### config.mk
export PLATFORM = sky130hd
export DESIGN_NAME = merge_point_scoreboard
export DESIGN_NICKNAME = d
export VERILOG_FILES = /design/src/rtl/mps_pkg.sv /design/src/rtl/mps_ram.sv /design/src/rtl/merge_point_scoreboard.sv
export SDC_FILE = /design/constraint.sdc
export NUM_CORES = 2
export LEC_CHECK = 0
export ABC_CLOCK_PERIOD_IN_PS = 6700
export CAP_MARGIN = 10
export CORE_MARGIN = 2
export CORE_UTILIZATION = 40
export CTS_CLUSTER_DIAMETER = 60
export DETAILED_ROUTE_END_ITERATION = 8
export DONT_BUFFER_PORTS = 1
export SLEW_MARGIN = 40
export SYNTH_ARGS = -nofsm -noshare
export SYNTH_HDL_FRONTEND = slang
export SYNTH_HIERARCHICAL = 1
export SYNTH_SLANG_ARGS = --single-unit
### constraint.sdc
create_clock -name clock -period 6.7 [get_ports clock]
set_input_delay 0.67 -clock clock [delete_from_list [all_inputs] [get_ports clock]]
set_output_delay 0.67 -clock clock [all_outputs]
set_load 0.005 [all_outputs]
### src/rtl/mps_pkg.sv
// ----------------------------------------------------------------------------
// mps_pkg
// Shared types and codes for the merge point scoreboard.
// ----------------------------------------------------------------------------
`default_nettype none

package mps_pkg;

   // Write state held for one resource in the store.
   localparam logic [1:0] ST_NONE  = 2'd0;
   localparam logic [1:0] ST_MAIN  = 2'd1;
   localparam logic [1:0] ST_STAGE = 2'd2;

   // Request operation codes.
   localparam logic OP_DESC  = 1'b0;
   localparam logic OP_BUILD = 1'b1;

   // Source kinds.
   localparam logic [1:0] SRC_ANY   = 2'd0;
   localparam logic [1:0] SRC_OWNED = 2'd1;
   localparam logic [1:0] SRC_EMPTY = 2'd2;
   localparam logic [1:0] SRC_OTHER = 2'd3;

   // Operator kinds.
   localparam logic [1:0] OPK_AND   = 2'd0;
   localparam logic [1:0] OPK_OR    = 2'd1;
   localparam logic [1:0] OPK_NOT   = 2'd2;
   localparam logic [1:0] OPK_OTHER = 2'd3;

   // Access kinds.
   localparam logic [1:0] ACC_RW    = 2'd0;
   localparam logic [1:0] ACC_READ  = 2'd1;
   localparam logic [1:0] ACC_WRITE = 2'd2;
   localparam logic [1:0] ACC_OTHER = 2'd3;

   localparam int TAG_W   = 32;
   localparam int ENTRY_W = TAG_W + 2;

   // One buffered access descriptor.
   typedef struct packed {
      logic [1:0]       src;
      logic [1:0]       opk;
      logic [1:0]       acc;
      logic             wild;
      logic [TAG_W-1:0] id;
   } desc_type;

   localparam int DESC_W = $bits(desc_type);

   typedef enum logic [2:0] {
      S_IDLE,
      S_EVAL,
      S_SCAN_RD,
      S_SCAN_CMP,
      S_DECIDE,
      S_REP_RD,
      S_REP_LD,
      S_FINISH
   } state_type;

endpackage

`default_nettype wire

### src/rtl/mps_ram.sv
// ----------------------------------------------------------------------------
// mps_ram
// Generic single write port, single read port RAM with registered read data.
// ----------------------------------------------------------------------------
`default_nettype none

module mps_ram #(
   parameter int WIDTH = 8,
   parameter int DEPTH = 16,
   parameter int AW    = (DEPTH > 1) ? $clog2(DEPTH) : 1
) (
   input  wire logic             clock,
   input  wire logic             wr_en,
   input  wire logic [AW-1:0]    wr_addr,
   input  wire logic [WIDTH-1:0] wr_data,
   input  wire logic [AW-1:0]    rd_addr,
   output logic      [WIDTH-1:0] rd_data
);

   logic [WIDTH-1:0] mem_ff [DEPTH];

   // Write port and registered read port.
   always_ff @(posedge clock) begin
      if (wr_en) begin
         mem_ff[wr_addr] <= wr_data;
      end
      rd_data <= mem_ff[rd_addr];
   end

endmodule

`default_nettype wire

### src/rtl/merge_point_scoreboard.sv
// ----------------------------------------------------------------------------
// merge_point_scoreboard
// Places merge points in an ordered list of tasks from their access requests.
// ----------------------------------------------------------------------------
// Each descriptor request carries one access descriptor; the one marked last
// produces one response for the task; a build request clears store and groups.
// The resource store is a RAM filled in order, so a fill count marks its valid
// entries and a merge clears it by resetting that count. One compare unit
// walks the filled entries until a match or the last one; a wildcard, an "or"
// operator or an empty store skips the walk. After a merge on an active task,
// each buffered descriptor is replayed through the same unit. The block takes
// one request at a time; a finished response waits in an output register.
`default_nettype none

module merge_point_scoreboard
   import mps_pkg::*;
#(
   parameter int STORE_ENTRIES   = 64,
   parameter int MAX_DESCRIPTORS = 16
) (
   input  wire logic        clock,
   input  wire logic        reset,
   input  wire logic        req_valid,
   output logic             req_ready,
   input  wire logic        req_op,
   input  wire logic [1:0]  req_source_kind,
   input  wire logic [1:0]  req_operator_kind,
   input  wire logic [1:0]  req_access_kind,
   input  wire logic [31:0] req_resource_id,
   input  wire logic        req_is_wildcard,
   input  wire logic        req_task_active,
   input  wire logic        req_last_descriptor,
   output logic             rsp_valid,
   input  wire logic        rsp_ready,
   output logic             rsp_merge_before,
   output logic             rsp_starts_group,
   output logic [7:0]       rsp_group_index,
   output logic [15:0]      rsp_group_task_count,
   output logic             rsp_store_overflow
);

   localparam int SW = (STORE_ENTRIES > 1) ? $clog2(STORE_ENTRIES) : 1;
   localparam int FW = $clog2(STORE_ENTRIES + 1);
   localparam int BW = (MAX_DESCRIPTORS > 1) ? $clog2(MAX_DESCRIPTORS) : 1;
   localparam int CW = $clog2(MAX_DESCRIPTORS + 1);
   localparam logic [FW-1:0] STORE_FULL = FW'(STORE_ENTRIES);
   localparam logic [CW-1:0] BUF_FULL   = CW'(MAX_DESCRIPTORS);

   state_type        state_ff, state_in;
   desc_type         cur_ff, cur_in;
   logic             act_ff, act_in;
   logic             last_ff, last_in;
   logic             replay_ff, replay_in;
   logic [SW-1:0]    idx_ff, idx_in;
   logic [1:0]       st_ff, st_in;
   logic             found_ff, found_in;
   logic [FW-1:0]    fill_ff, fill_in;
   logic [FW-1:0]    staged_ff, staged_in;
   logic             wc_ff, wc_in;
   logic             pending_ff, pending_in;
   logic [CW-1:0]    count_ff, count_in;
   logic [CW-1:0]    rep_ff, rep_in;
   logic             dropped_ff, dropped_in;
   logic             ovf_ff, ovf_in;
   logic [7:0]       group_ff, group_in;
   logic [15:0]      gcount_ff, gcount_in;
   logic             open_ff, open_in;
   logic             rsp_valid_ff, rsp_valid_in;
   logic             merge_out_ff, merge_out_in;
   logic             starts_out_ff, starts_out_in;
   logic             ovf_out_ff, ovf_out_in;
   logic [7:0]       group_out_ff, group_out_in;
   logic [15:0]      gcount_out_ff, gcount_out_in;

   // Store RAM ports.
   logic               st_we;
   logic [SW-1:0]      st_waddr;
   logic [ENTRY_W-1:0] st_wdata;
   logic [ENTRY_W-1:0] st_rdata;

   // Descriptor buffer ports.
   logic               bf_we;
   logic [DESC_W-1:0]  bf_rdata;

   // Decision terms for the current descriptor.
   logic       reads, writes, need, rec, any_staged, starts;
   logic [1:0] rec_val;
   desc_type   req_desc;

   assign req_desc.src  = req_source_kind;
   assign req_desc.opk  = req_operator_kind;
   assign req_desc.acc  = req_access_kind;
   assign req_desc.wild = req_is_wildcard;
   assign req_desc.id   = req_resource_id;

   assign req_ready = (state_ff == S_IDLE);
   assign rsp_valid = rsp_valid_ff;
   assign rsp_merge_before     = merge_out_ff;
   assign rsp_starts_group     = starts_out_ff;
   assign rsp_group_index      = group_out_ff;
   assign rsp_group_task_count = gcount_out_ff;
   assign rsp_store_overflow   = ovf_out_ff;

   mps_ram #(.WIDTH(ENTRY_W), .DEPTH(STORE_ENTRIES), .AW(SW)) u_store (
      .clock   (clock),
      .wr_en   (st_we),
      .wr_addr (st_waddr),
      .wr_data (st_wdata),
      .rd_addr (idx_ff),
      .rd_data (st_rdata)
   );

   mps_ram #(.WIDTH(DESC_W), .DEPTH(MAX_DESCRIPTORS), .AW(BW)) u_buffer (
      .clock   (clock),
      .wr_en   (bf_we),
      .wr_addr (count_ff[BW-1:0]),
      .wr_data (req_desc),
      .rd_addr (rep_ff[BW-1:0]),
      .rd_data (bf_rdata)
   );

   // Descriptor evaluation rules.
   always_comb begin
      reads      = (cur_ff.acc == ACC_RW) || (cur_ff.acc == ACC_READ);
      writes     = act_ff && ((cur_ff.acc == ACC_RW) || (cur_ff.acc == ACC_WRITE));
      any_staged = wc_ff || (staged_ff != '0);
      need       = 1'b0;
      rec        = 1'b0;
      rec_val    = ST_MAIN;
      if (cur_ff.opk == OPK_OR) begin
         need = 1'b0;
      end else if ((cur_ff.src == SRC_ANY || cur_ff.src == SRC_OWNED) &&
                   cur_ff.opk != OPK_NOT) begin
         if (reads && (st_ff == ST_STAGE || wc_ff)) begin
            need = 1'b1;
         end else begin
            rec = writes;
         end
      end else if (cur_ff.src == SRC_EMPTY || cur_ff.opk == OPK_NOT) begin
         need    = reads && (st_ff == ST_STAGE || (cur_ff.wild && any_staged));
         rec     = writes;
         rec_val = ST_STAGE;
      end
   end

   // Sequencer: next state, store updates and response.
   always_comb begin
      state_in      = state_ff;
      cur_in        = cur_ff;
      act_in        = act_ff;
      last_in       = last_ff;
      replay_in     = replay_ff;
      idx_in        = idx_ff;
      st_in         = st_ff;
      found_in      = found_ff;
      fill_in       = fill_ff;
      staged_in     = staged_ff;
      wc_in         = wc_ff;
      pending_in    = pending_ff;
      count_in      = count_ff;
      rep_in        = rep_ff;
      dropped_in    = dropped_ff;
      ovf_in        = ovf_ff;
      group_in      = group_ff;
      gcount_in     = gcount_ff;
      open_in       = open_ff;
      rsp_valid_in  = rsp_valid_ff && !rsp_ready;
      merge_out_in  = merge_out_ff;
      starts_out_in = starts_out_ff;
      ovf_out_in    = ovf_out_ff;
      group_out_in  = group_out_ff;
      gcount_out_in = gcount_out_ff;
      st_we         = 1'b0;
      st_waddr      = idx_ff;
      st_wdata      = {cur_ff.id, rec_val};
      bf_we         = 1'b0;
      starts        = pending_ff || !open_ff;

      unique case (state_ff)
         S_IDLE: begin
            if (req_valid) begin
               if (req_op == OP_BUILD) begin
                  fill_in    = '0;
                  staged_in  = '0;
                  wc_in      = 1'b0;
                  pending_in = 1'b0;
                  count_in   = '0;
                  dropped_in = 1'b0;
                  ovf_in     = 1'b0;
                  group_in   = '0;
                  gcount_in  = '0;
                  open_in    = 1'b0;
               end else begin
                  cur_in    = req_desc;
                  act_in    = req_task_active;
                  last_in   = req_last_descriptor;
                  replay_in = 1'b0;
                  if (count_ff < BUF_FULL) begin
                     bf_we    = 1'b1;
                     count_in = count_ff + CW'(1);
                  end else begin
                     dropped_in = 1'b1;
                  end
                  state_in = S_EVAL;
               end
            end
         end

         // Start the lookup, or skip it where the store is not consulted.
         S_EVAL: begin
            idx_in   = '0;
            st_in    = ST_NONE;
            found_in = 1'b0;
            if (cur_ff.opk == OPK_OR || cur_ff.wild || fill_ff == '0) begin
               state_in = S_DECIDE;
            end else begin
               state_in = S_SCAN_RD;
            end
         end

         S_SCAN_RD: begin
            state_in = S_SCAN_CMP;
         end

         // Compare one store entry against the resource id.
         S_SCAN_CMP: begin
            if (st_rdata[ENTRY_W-1:2] == cur_ff.id) begin
               st_in    = st_rdata[1:0];
               found_in = 1'b1;
               state_in = S_DECIDE;
            end else if ({1'b0, idx_ff} + FW'(1) == fill_ff) begin
               state_in = S_DECIDE;
            end else begin
               idx_in   = idx_ff + SW'(1);
               state_in = S_SCAN_RD;
            end
         end

         // Record the write state, note whether a merge is needed, then go on to the next step.
         S_DECIDE: begin
            if (rec) begin
               if (cur_ff.wild) begin
                  if (rec_val == ST_STAGE) begin
                     wc_in = 1'b1;
                  end
               end else if (found_ff) begin
                  st_we = 1'b1;
                  if (st_ff == ST_STAGE && rec_val == ST_MAIN) begin
                     staged_in = staged_ff - FW'(1);
                  end else if (st_ff == ST_MAIN && rec_val == ST_STAGE) begin
                     staged_in = staged_ff + FW'(1);
                  end
               end else if (fill_ff < STORE_FULL) begin
                  st_we    = 1'b1;
                  st_waddr = fill_ff[SW-1:0];
                  fill_in  = fill_ff + FW'(1);
                  if (rec_val == ST_STAGE) begin
                     staged_in = staged_ff + FW'(1);
                  end
               end else begin
                  ovf_in = 1'b1;
               end
            end
            if (replay_ff) begin
               rep_in = rep_ff + CW'(1);
               if (rep_ff + CW'(1) == count_ff) begin
                  if (dropped_ff) begin
                     ovf_in = 1'b1;
                  end
                  state_in = S_FINISH;
               end else begin
                  state_in = S_REP_RD;
               end
            end else begin
               if (need) begin
                  pending_in = 1'b1;
               end
               if (!last_ff) begin
                  state_in = S_IDLE;
               end else if (pending_ff || need) begin
                  // Merge: clear the store and replay an active task.
                  pending_in = 1'b1;
                  fill_in    = '0;
                  staged_in  = '0;
                  wc_in      = 1'b0;
                  ovf_in     = 1'b0;
                  rep_in     = '0;
                  if (act_ff && count_ff != '0) begin
                     replay_in = 1'b1;
                     state_in  = S_REP_RD;
                  end else begin
                     if (act_ff && dropped_ff) begin
                        ovf_in = 1'b1;
                     end
                     state_in = S_FINISH;
                  end
               end else begin
                  state_in = S_FINISH;
               end
            end
         end

         S_REP_RD: begin
            state_in = S_REP_LD;
         end

         S_REP_LD: begin
            cur_in   = desc_type'(bf_rdata);
            state_in = S_EVAL;
         end

         // Update group state and load the response register.
         S_FINISH: begin
            if (!rsp_valid_ff || rsp_ready) begin
               group_in  = group_ff;
               gcount_in = gcount_ff;
               if (starts) begin
                  if (open_ff) begin
                     group_in = (group_ff != 8'hFF) ? group_ff + 8'd1 : group_ff;
                  end else begin
                     group_in = '0;
                  end
                  gcount_in = '0;
                  open_in   = 1'b1;
               end
               if (act_ff && gcount_in != 16'hFFFF) begin
                  gcount_in = gcount_in + 16'd1;
               end
               rsp_valid_in  = 1'b1;
               merge_out_in  = pending_ff;
               starts_out_in = starts;
               ovf_out_in    = ovf_ff;
               group_out_in  = group_in;
               gcount_out_in = gcount_in;
               pending_in    = 1'b0;
               count_in      = '0;
               dropped_in    = 1'b0;
               ovf_in        = 1'b0;
               replay_in     = 1'b0;
               state_in      = S_IDLE;
            end
         end

         default: begin
            state_in = S_IDLE;
         end
      endcase
   end

   // Control registers.
   always_ff @(posedge clock) begin
      if (reset) begin
         state_ff     <= S_IDLE;
         replay_ff    <= 1'b0;
         fill_ff      <= '0;
         staged_ff    <= '0;
         wc_ff        <= 1'b0;
         pending_ff   <= 1'b0;
         count_ff     <= '0;
         rep_ff       <= '0;
         dropped_ff   <= 1'b0;
         ovf_ff       <= 1'b0;
         group_ff     <= '0;
         gcount_ff    <= '0;
         open_ff      <= 1'b0;
         rsp_valid_ff <= 1'b0;
      end else begin
         state_ff     <= state_in;
         replay_ff    <= replay_in;
         fill_ff      <= fill_in;
         staged_ff    <= staged_in;
         wc_ff        <= wc_in;
         pending_ff   <= pending_in;
         count_ff     <= count_in;
         rep_ff       <= rep_in;
         dropped_ff   <= dropped_in;
         ovf_ff       <= ovf_in;
         group_ff     <= group_in;
         gcount_ff    <= gcount_in;
         open_ff      <= open_in;
         rsp_valid_ff <= rsp_valid_in;
      end
   end

   // Payload registers.
   always_ff @(posedge clock) begin
      cur_ff        <= cur_in;
      act_ff        <= act_in;
      last_ff       <= last_in;
      idx_ff        <= idx_in;
      st_ff         <= st_in;
      found_ff      <= found_in;
      merge_out_ff  <= merge_out_in;
      starts_out_ff <= starts_out_in;
      ovf_out_ff    <= ovf_out_in;
      group_out_ff  <= group_out_in;
      gcount_out_ff <= gcount_out_in;
   end

endmodule

`default_nettype wire

After elaboration in Yosys (flattened, before gate mapping)
Memories as Yosys holds them, arrays and structs flattened. A register that Yosys moved wholly into a read port is not among the register bits.
Index checks and enable logic that the tools add are counted.
- multiplexer cells: 138
- add/subtract/negate cells: 9
- magnitude comparators: 2
- reductions and logical operators: 54
- equality and inequality tests: 34
- bitwise logic cells: 1
- operators by type and width (kind ; number):
    $mux W7 ; 19
    $mux W16 ; 7
    $mux W39 ; 2
    $pmux W39 S2 ; 1
    $mux W1 ; 59
    $mux W8 ; 6
    $mux W6 ; 7
    $mux W5 ; 7
    $eq A32 B32 Y1 ; 1
    $pmux W16 S2 ; 1
    $pmux W7 S2 ; 2
    $mux W3 ; 9
    $pmux W3 S8 ; 1
    $reduce_and A4 Y1 ; 5
    $ne A2 B2 Y1 const B ; 9
    $reduce_and A3 Y1 ; 6
    $add A16 B1 Y16 const B ; 1
    $ne A16 B16 Y1 const B ; 1
    $pmux W8 S2 ; 1
    $add A7 B1 Y7 const B ; 2
    $eq A3 B3 Y1 const B ; 4
    $logic_or A1 B1 Y1 ; 12
    $mux W2 ; 6
    $pmux W6 S2 ; 1
    33 further kinds ; 68
- register bits after elaboration: 135
- output and inout port bits: 29
- bits in writable memories: 2800
- memories kept: 2
- input port bits: 46
- logic and storage cells: 269
- memories (name ; depth ; bits a word ; read ports ; clocked after memory_dff ; wr ports ; RTL line ; text):
    u_store.mem_ff ; 64 ; 34 ; 1 ; 1 ; 1 ; mps_ram.sv:20 ; logic [WIDTH-1:0] mem_ff [DEPTH];
    u_buffer.mem_ff ; 16 ; 39 ; 1 ; 1 ; 1 ; mps_ram.sv:20 ;

Longest topological paths before layout
- depth in word-level cells: 16
- mapped depth: 12
- gate-level depth less buffers: 10

Cells and area by module
The synthesis kept the hierarchy.
- modules (own cells, without submodules) (module ; area each (µm²) ; cells each ; seq. area each (µm²) ; times used):
    mps_ram (u_store) ; 83681.5 ; 3767 ; 66023.3 ; 1
    mps_ram (u_buffer) ; 24185.7 ; 1014 ; 19518.7 ; 1
    merge_point_scoreboard ; 7747.4 ; 796 ; 3473.3 ; 1

Worst setup path after synthesis
No wires, ideal clock.
- path kind: register -> register
- start: reg st_ff[1]
- end: mem u_store/mem_ff[48][0] in the netlist's numbering, enable pin
- slack: 1.580 ns
- period minus slack after synthesis: 5.120 ns
- buffers on the path: 1
- data arrival time: 4.653 ns
- data required time: 6.232 ns
- cell stages (with the launch flop): 9
- setup time: 0.468 ns
- cells stage by stage: edfxtp_1 -> nor2b_1 -> o211ai_1 -> nand4_1 -> nor2_1 -> mux2_2 -> clkbuf_1 -> or3_1 -> nor3_1
- elaborated cells on any way between the ends: 12
- those cells by class: eq/ne (1); mux (9); reduce/logical (2)
- RTL lines (element ; RTL line ; text):
    start, declared ; merge_point_scoreboard.sv:55 ; logic [1:0] st_ff, st_in;
    start signal, assigned ; merge_point_scoreboard.sv:391 ; st_ff <= st_in;
    $eq A2 B2 Y1 ; merge_point_scoreboard.sv:134 ; if (reads && (st_ff == ST_STAGE || wc_ff)) begin
    $logic_or A1 B1 Y1 ; merge_point_scoreboard.sv:134 ;
    $logic_and A1 B1 Y1 ; merge_point_scoreboard.sv:134 ;
    $mux W1 ; merge_point_scoreboard.sv:134 ;
    $mux W1 ; merge_point_scoreboard.sv:132 ; end else if ((cur_ff.src == SRC_ANY || cur_ff.src == SRC_OWNED) &&
    $mux W1 ; merge_point_scoreboard.sv:130 ; if (cur_ff.opk == OPK_OR) begin
    $mux W6 ; merge_point_scoreboard.sv:241 ; if (rec) begin
    $mux W6 ; merge_point_scoreboard.sv:179 ; unique case (state_ff)
    via st_waddr[2] ; merge_point_scoreboard.sv:77 ; logic [SW-1:0] st_waddr;
    end, declared ; mps_ram.sv:20 ;
The timed path passes the listed nets, and every way through them passes these cells.

Worst setup path in the final report
- start: reg found_ff
- end: mem u_store/mem_ff[12][14] in the netlist's numbering, enable pin
- elaborated cells on any way between the ends: 10
- those cells by class: mux (10)
- RTL lines (element ; RTL line ; text):
    start, declared ; merge_point_scoreboard.sv:56 ; logic found_ff, found_in;
    start signal, assigned ; merge_point_scoreboard.sv:392 ; found_ff <= found_in;
    $mux W6 ; merge_point_scoreboard.sv:246 ; end else if (found_ff) begin
    $mux W6 ; merge_point_scoreboard.sv:242 ; if (cur_ff.wild) begin
    $mux W6 ; merge_point_scoreboard.sv:241 ;
    $mux W6 ; merge_point_scoreboard.sv:179 ;
    via st_waddr[1] ; merge_point_scoreboard.sv:77 ;
The timed path passes the listed nets, and every way through them passes these cells.

==> reports/metrics.csv <==
metric;value;unit
Core ar.;0.288;mm²
Nets;5930;
Via density;5.97;
first-pass GRT wire length;441000;µm
Overall Power;0.0439;W
count leader, synth;edfxtp_1;
CTS tree;yes;
register area share after synthesis;0.770;
Slew @ Worst Pin;983;ps
DRC Markers;0;
cell area after synthesis;0.116;mm²
Hold WC Path Type;in2reg;
post-synthesis compound-gate area fraction;0.0349;
Primary FF master, synth;edfxtp_1;
worst-path maximum fanout;20;
# clock sinks;3008;
RSZ-0062 raised after global routing;false;
Detailed Routing Iterations Pass 1;9;
Tmin final;4950;ps
share of cells above drive strength 1;0.249;
antenna viol nets, final;0;
largest net degree at the start of global routing;96;
count of pins over their slew limit;0;
crit path DAT;5500;ps
leakage;40.8;nW
Avg WL per Cell;31.6;µm
vias in the first global route;57900;
Max-Slew Margin vs Limit;0.342;
Horiz. Die Dim;542;µm
Synth Register Bits;3008;
post-synthesis xor/xnor area fraction;0.00530;
WL final;313000;µm
Synth Area in Adders;0.00119;
CP required;7250;ps
Max-Cap Viols;0;
Initial Util;0.402;
post-route insts no fill;9903;
PwrDens;332;mW/mm²
Syn-to-layout area delta;14.5;%
Syn Area/Cell;20.7;µm²
DRT iter0 DRCs;7921;
Root Driver;clkbuf_16;
DP Wirelength;186000;µm
post-synthesis instance total;5577;
Synth Area in Simple Gates;0.0319;
most instantiated cells after synthesis;edfxtp_1 (2877), mux4_2 (632), nand2_1 (191);
Max Fclk;0.202;GHz
initial antenna violation count;27;
Synth async-reset ratio;0;
final setup vio count;0;
Post-Syn Nets;5634;
Yosys top cell by area;edfxtp_1;
Die ar.;0.293;mm²
cell area after placement;0.122;mm²
status;completed;
via count;59100;
Worst-path clk slew;60;ps
I/O pins;75;
Max VDD drop;0.310;mV
Fin. Hold Viols;0;
setup_tns;0;ps
port bufs;0;
critical path type;reg2reg;
Syn. warnings;6;
CP endpoint kind;register;
Num CTS Buffers;309;
main combinational cell family by area after synthesis;multiplexers;
GRT Overall Usage;0.210;
hold_ws;66.4;ps
Final Cycle Share;0.738;
die height;542;µm
GRT overflow;0;
fin area;0.132;mm²
number of synthesized flops with an enable pin;2877;
startpoint types;register;
GP Congestion;0.907;
Clock Path Buffers;4;
synth unique cells;85;
Clock Skew;54.1;ps
Clk Latency, worst-skew pair;880;ps
placed cells;9292;
Max H-tree Level;5;
Synth area leaders;edfxtp_1 (75%), mux4_2 (12%), dfxtp_1 (2.3%);
PostCTS Resize Cnt;0;
post-synthesis mux area share;0.142;
post-synth top area share;0.747;
cell row count;197;
[what timing repair did]
action	in CTS	in global routing
setup buffers	0	0
hold buffers	43	0
hold endpoints to repair	668	0
[logic make-up (layout without fill, tap and decap cells)]
logic type	count (synthesis)	count (layout)
AOI/OAI and AO/OA	563	563
xor gates and xnor gates	70	70
adders and majority gates	11	11
buffers and inverters	345	879
DFF	3008	3008
muxes	839	839
other	0	11
and+or+nand+nor	741	741
[power breakdown]
group,internal [W],total [W],switching [W],leakage (nW)
logic,0.00166,0.00562,0.00396,9.12
registers,0.0215,0.0217,0.000176,26.9
clock network,0.00953,0.0166,0.00707,4.75
[worst paths after layout]
| kind | end | startpoint | cells past startpoint | slack, ps |
|---|---|---|---|---|
| worst max-delay path | u_store/mem_ff[12][14]$_DFFE_PP_ | found_ff$_DFFE_PP_ | 8 | 1750 |
| worst min-delay path | cur_ff[17]$_DFFE_PP_ | req_resource_id[17] | 1 | 70 |
| worst max register to register | u_store/mem_ff[12][14]$_DFFE_PP_ | found_ff$_DFFE_PP_ | 8 | 1750 |
| worst min register to register | gcount_ff[0]$_SDFFE_PP0P_ | gcount_ff[0]$_SDFFE_PP0P_ | 1 | 480 |
[layer usage]
layer,vias up,share of wire,GRT usage
met4,18,0.032,0.0644
met2,2989,0.45,0.315
met3,489,0.10,0.0478
met5,-,0.00040,0
li1,24000,-,-
met1,31700,0.41,0.305
[final cells by class]
type,instances,area [µm²]
Antenna cell,11,27.5
Multi-Input combinational cell,2224,25600
Sequential cell,3008,89000
Inverter,34,128
Tap cell,3781,4730
Clock buffer,384,8290
Timing Repair Buffer,296,3220
Clock inverter,165,1390
Fill cell,23900,155000
[cell usage in the layout (no fill, tap or decap), drive strengths merged, types with 11 or more instances in the layout]
cell type	n
a211oi	24
a21oi	58
a22oi	167
a311oi	15
a31oi	27
and2	13
and3	25
buf	253
bufinv	19
clkbuf	385
clkinv	128
dfxtp	131
diode	11
dlygate4sd3	42
edfxtp	2877
ha	11
inv	45
mux2	66
mux2i	141
mux4	632
nand2	191
nand2b	23
nand3	113
nand4	67
nor2	159
nor2b	37
nor3	30
nor4	19
o21ai	72
o221ai	63
o22ai	54
or2	12
or3	13
xnor2	15
xor2	55
[critical path, stage by stage (launching register included)]
cell,delay (ps)
edfxtp_1,640
nor2_1,290
nand4_1,290
nor2_2,650
mux2_2,510
or3b_2,580
or2_2,530
nor2_4,740
buf_4,370
[metrics by stage]
| stage | util | setup slack, ps |
|---|---|---|
| floorplan | - | 1580 |
| global placement | 0.421 | 1640 |
| detailed placement | 0.424 | 1850 |
| CTS | 0.459 | 1850 |
| global route | 0.460 | 1640 |
| finish | 0.460 | 1750 |
[flip-flops by register name, summed over array words and instances (netlist names), 8 cells and up]
signal and flops:
rsp_group_index 8, rsp_group_task_count 16, u_buffer/rd_data 39, group_ff 8
cur_ff 39, u_buffer/mem_ff 624, gcount_ff 16, u_store/mem_ff 2176
u_store/rd_data 34
Power figures use the tool's default switching activity.
